--- config.mk ---
export PLATFORM = sky130hd
export DESIGN_NAME = rauc_ctrl
export DESIGN_NICKNAME = d
export VERILOG_FILES = /design/src/rtl/rauc_pkg.sv /design/src/rtl/rauc_ctrl.sv
export SDC_FILE = /design/constraint.sdc
export NUM_CORES = 1
export LEC_CHECK = 0
export ABC_AREA = 1
export ABC_CLOCK_PERIOD_IN_PS = 2200
export BUFFER_PORTS_ARGS = -buffer_cell sky130_fd_sc_hd__buf_2
export CAP_MARGIN = 30
export CORE_AREA = 2 2 39 41
export DETAILED_ROUTE_END_ITERATION = 10
export DIE_AREA = 0 0 41 43
export GPL_ROUTABILITY_DRIVEN = 1
export MAX_ROUTING_LAYER = met4
export PLACE_DENSITY = 0.67
export SLEW_MARGIN = 40
export SYNTH_ARGS = -nofsm -noshare
export SYNTH_HDL_FRONTEND = slang
export SYNTH_SLANG_ARGS = --single-unit
--- constraint.sdc ---
create_clock -name aclk -period 2.2 [get_ports aclk]
set_clock_uncertainty 0.1 [all_clocks]
set_input_delay 0.33 -clock aclk [delete_from_list [all_inputs] [get_ports aclk]]
set_output_delay 0.33 -clock aclk [all_outputs]
set_load 0.01 [all_outputs]
--- src/rtl/rauc_pkg.sv ---
// ----------------------------------------------------------------------------
// rauc_pkg: shared types and constants for the rank-sum AUC block
// Holds the controller state type, command/status structs and field widths.
// ----------------------------------------------------------------------------
package rauc_pkg;

    localparam int MAX_ITEMS_DEF = 1024;
    localparam int SCORE_W       = 32;
    localparam int CNT_OUT_W     = 11;
    localparam int AUC_W         = 17;
    localparam int STATUS_W      = 2;
    localparam int DIV_Q_W       = 17;

    localparam logic [STATUS_W-1:0] ST_OK      = 2'd0;
    localparam logic [STATUS_W-1:0] ST_NO_POS  = 2'd1;
    localparam logic [STATUS_W-1:0] ST_NO_NEG  = 2'd2;
    localparam logic [STATUS_W-1:0] ST_DROPPED = 2'd3;

    typedef enum logic [3:0] {
        S_LOAD,
        S_OUTER_RD,
        S_OUTER_WAIT,
        S_INNER,
        S_INNER_LAST,
        S_ACCUM,
        S_PREP,
        S_MUL,
        S_DIV,
        S_RESULT
    } rauc_state_t;

    // controller -> datapath
    typedef struct packed {
        logic store_item;   // write accepted beat into the store
        logic clr_set;      // clear counts for a new set
        logic set_drop;     // flag dropped item
        logic outer_start;  // outer index to zero, clear sum
        logic outer_rd;     // read outer entry
        logic outer_latch;  // latch outer key/label
        logic inner_start;  // inner index to zero, clear below/equal
        logic inner_step;   // compare one entry, advance inner index
        logic accum;        // add doubled rank, advance outer index
        logic prep;         // form numerator and denominator factors
        logic mul;          // register products
        logic div_step;     // one quotient bit
    } rauc_cmd_t;

    // datapath -> controller
    typedef struct packed {
        logic full;         // store holds MAX_ITEMS
        logic outer_done;   // outer index reached item count
        logic outer_pos;    // latched outer label
        logic inner_done;   // inner index at last entry
        logic div_done;     // last quotient bit being formed
    } rauc_stat_t;

endpackage

--- src/rtl/rauc_ctrl.sv ---
// ----------------------------------------------------------------------------
// rauc_ctrl: sequencing state machine
// Loads items, then runs the ranking passes, the product and divide steps.
// ----------------------------------------------------------------------------
module rauc_ctrl
    import rauc_pkg::*;
(
    input  logic       aclk,
    input  logic       aresetn,
    input  logic       s_valid,
    output logic       s_ready,
    input  logic       s_last,
    output logic       out_load,
    input  logic       out_free,
    input  rauc_stat_t stat,
    output rauc_cmd_t  cmd
);

    rauc_state_t state_reg, state_next;

    // state register
    always_ff @(posedge aclk) begin
        if (!aresetn) begin
            state_reg <= S_LOAD;
        end else begin
            state_reg <= state_next;
        end
    end

    // next state and commands
    always_comb begin
        state_next = state_reg;
        cmd        = '0;
        s_ready    = 1'b0;
        out_load   = 1'b0;
        case (state_reg)
            S_LOAD: begin
                s_ready = 1'b1;
                if (s_valid) begin
                    cmd.store_item = !stat.full;
                    cmd.set_drop   = stat.full;
                    if (s_last) begin
                        cmd.outer_start = 1'b1;
                        state_next      = S_OUTER_RD;
                    end
                end
            end
            S_OUTER_RD: begin
                if (stat.outer_done) begin
                    state_next = S_PREP;
                end else begin
                    cmd.outer_rd = 1'b1;
                    state_next   = S_OUTER_WAIT;
                end
            end
            S_OUTER_WAIT: begin
                cmd.outer_latch = 1'b1;
                cmd.inner_start = 1'b1;
                state_next      = S_INNER;
            end
            S_INNER: begin
                if (!stat.outer_pos) begin
                    cmd.accum  = 1'b1;
                    state_next = S_OUTER_RD;
                end else begin
                    cmd.inner_step = 1'b1;
                    if (stat.inner_done) begin
                        state_next = S_INNER_LAST;
                    end
                end
            end
            S_INNER_LAST: begin
                // last compare lands in the cycle after its read
                cmd.inner_step = 1'b1;
                state_next     = S_ACCUM;
            end
            S_ACCUM: begin
                cmd.accum  = 1'b1;
                state_next = S_OUTER_RD;
            end
            S_PREP: begin
                cmd.prep   = 1'b1;
                state_next = S_MUL;
            end
            S_MUL: begin
                cmd.mul    = 1'b1;
                state_next = S_DIV;
            end
            S_DIV: begin
                cmd.div_step = 1'b1;
                if (stat.div_done) begin
                    state_next = S_RESULT;
                end
            end
            S_RESULT: begin
                if (out_free) begin
                    cmd.clr_set  = 1'b1;
                    out_load     = 1'b1;
                    state_next   = S_LOAD;
                end
            end
            default: begin
                state_next = S_LOAD;
            end
        endcase
    end

endmodule

# Word-level counts from Yosys, hierarchy flattened
# Index checks and enable logic that the tools add are counted.
# word_totals
ff_bits,4
inputBits,10
wordCells,44
out_inout_bits,14
# classes
n_eq_ne,14
muxes,26
reduce_logical,3
# op_table
cell,n
one-hot mux 4 bit (10 select lines),1
2-to-1 mux 4 bit,6
"equality test 4 x 3 -> 1 bit, second input constant",4
2-to-1 mux 1 bit,13
"equality test 4 x 2 -> 1 bit, second input constant",2
"equality test 4 bit, second input constant",2
"!= test 2 bit, second input constant",4
2-to-1 mux 2 bit,3
AND reduction 5 bit,1
"equality test 4 x 1 -> 1 bit, second input constant",1
logical NOT 4 bit,1
one-hot mux 1 bit (2 select lines),2
2-to-1 mux 3 bit,1
"!= test 3 bit, second input constant",1
logical NOT 1 bit,1

# Longest topological paths before layout
# depth
depth_word,3
mapped_depth,7
depth_no_buf,7

# Worst setup path before layout
# No wires, ideal clock.
# synth_timing
path_type,reg2out
startpoint,register state_reg[0]
endpoint,output port cmd[8] in the netlist's numbering
arrival_ns,0.980
t_required_ns,1.770
path_stages_with_launch,6
setup_slack_ns,0.790
path_buffers,0
cell_sequence,dfxtp_1 nor2_2 inv_1 nor2_2 inv_1 nor2_1
# synth_rtl
element,line_no,rtl
start: declaration,rauc_ctrl.sv:19,"rauc_state_t state_reg, state_next;"
start signal: assignment,rauc_ctrl.sv:26,state_reg <= state_next;
end: declaration,rauc_ctrl.sv:16,output rauc_cmd_t cmd

==> flow_metrics.tcl <==
set metrics [dict create \
    status "finished clean" \
    max_clock_freq_mhz 600 \
    synth_seq_area_share_pct 19.3 \
    grt_overflow 0 \
    grt_max_degree 7 \
    tightest_slew_ns 0.202 \
    antennaDiodeCount 0 \
    cts_buffers 3 \
    coreArea_mm2 0.00138 \
    yosys_warnings 0 \
    ys_seq_elements 4 \
    arrival_ns 1.24 \
    multiInputGateArea_um2 270 \
    leakage_nw 0.341 \
    cts.sinks 4 \
    post-place-cells 108 \
    cts_resized 0 \
    hold_class "in -> reg" \
    clockRootBuffer "clkbuf_4" \
    num_rows 14 \
    grt_pass1_vias 371 \
    fin_cells 111 \
    cp.required_ns 1.77 \
    syn-instance-count 71 \
    netlist_area_um2 414 \
    insertion_delay_ns 0.23 \
    die_x_um 41 \
    synth_nets 81 \
    grt_pass1_wl_mm 1.39 \
    postRouteAntennaNets 0 \
    cp_max_fo 6 \
    dr_total_vias 476 \
    ys.flop_type "dfxtp_1" \
    port_buffers 23 \
    finalSetupTns_ns 0 \
    wl_per_cell_um 8.19 \
    maxSlewViolCount 0 \
    start_util_pct 29.9 \
    routed_wirelength_um 909 \
    avgViaCountPerCell 4.29 \
    drive_gt1_share_pct 45.3 \
    relSlewSlack_pct 86.5 \
    finalSetupViolations 0 \
    layout.area.seq_um2 80.1 \
    ys_types 16 \
    drc 0 \
    die_h_um 43 \
    ctsHoldBuffers 0 \
    startpoint_type "register" \
    syn_avg_cell_area_um2 5.83 \
    synthToLayoutAreaGrowth_pct 34.4 \
    dieArea_mm2 0.00176 \
    synth_enable_flop_cells 0 \
    io-pin-count 24 \
    crit_path_end_kind "output port" \
    final_nets 107 \
    cts_tree "done" \
    num-fill-cells 159 \
    path_clk_slew_ns 0.03 \
    worst_hold_slack_ns 0.259 \
    power_density_mw_per_mm2 1220 \
    criticalPathCategory "reg -> out" \
    rsz0062_at_grt "no" \
    ir_drop_mv 0.501 \
    antenna_found_initial 0 \
    largest_reg_flops 4 \
    max_cap_viol_count 0 \
    htree_levels 1 \
    timing_hold_violations_final 0 \
    drt-initial-drc-count 7 \
    hpwl_um 796 \
    clockBufferDepth 2 \
    post_cts_buffers 0 \
    grt_use_total_pct 11.7 \
    async_reset_ff_share_pct 0 \
    drt-pass1-iter-count 4 \
    gp_routability_congestion 0.793 \
    reg2reg_slack_ns 0.95 \
    period_share_pct 75.8 \
    final.min_clock_period_ns 1.67 \
]
[power breakdown]
part,leakage [nW],switching [W],internal [W],total (W)
combinational,0.294,0.000289,0.000172,0.000461
sequential,0.0329,0.0000317,0.000101,0.000133
clock,0.0138,0.0000255,0.0000607,0.0000862
[metrics by stage]
step / utilization [%] / setup slack [ns] / instance area (um^2) / power, W
finish: 40.2 / 0.533 / 557 / 0.000680
global route: 40.2 / 0.398 / 557 / 0.000752
CTS: 40.2 / 0.516 / 557 / 0.000691
detailed placement: 38.6 / 0.771 / 534 / 0.000598
global placement: 38.6 / 0.800 / 534 / 0.000595
floorplan: - / 0.790 / 414 / 0.000487
[placed cells by master (no fill, tap or decap), drive strengths merged]
master	Yosys	final
nor3	2	2
nand2	20	20
or2	1	1
o21ai	1	1
nand4	2	2
clkbuf	0	3
dfxtp	4	4
buf	2	23
a31oi	1	1
nand3	5	5
inv	13	13
nor2	20	20
[area by class of cell]
cell class	instances	area share, %
flip-flops and latches	4	14.4
well taps	16	3.60
clock buffers	3	4.04
multi-input cells	52	48.5
repair buffers	23	20.7
inverters	13	8.76
[synth_stat cells, types with 2 or more instances]
cell type | instances | area (um^2)
buf_4 | 2 | 15.0
dfxtp_1 | 4 | 80.1
nor2_1 | 12 | 45.0
inv_2 | 3 | 11.3
nor2_2 | 8 | 50.1
inv_1 | 10 | 37.5
nand3_1 | 4 | 20.0
nand2_1 | 18 | 67.6
nor3_2 | 2 | 20.0
nand2_2 | 2 | 12.5
[kinds of logic after synthesis]
family          synth area share (%)
buf+inv                         15.4
flops                           19.3
simple gates                    62.5
compound gates                  2.72
[final timing paths]
| check | start | end | cells after the start |
|---|---|---|---|
| max reg2reg | state_reg[2] | state_reg[0] | 7 |
| max | state_reg[1] | cmd[9] | 6 |
| min reg2reg | state_reg[0] | state_reg[0] | 4 |
| min | aresetn | state_reg[0] | 3 |
[worst max-delay path, stage by stage (launching register included)]
cell	delay, ns
dfxtp_1	0.35
nor2_2	0.20
inv_1	0.08
nor2_2	0.12
inv_1	0.06
nor2_1	0.08
buf_2	0.13
[routing by layer]
layer	vias up	track usage [%]	wire length, um	share of wire (%)
met5	-	-	0	0
met2	11	16.9	468	51
met4	0	8.00	0	0
met3	0	1.57	49	5.4
li1	264	-	-	-
met1	201	14.5	391	43
Note: power is estimated with default switching activity, not from simulation.
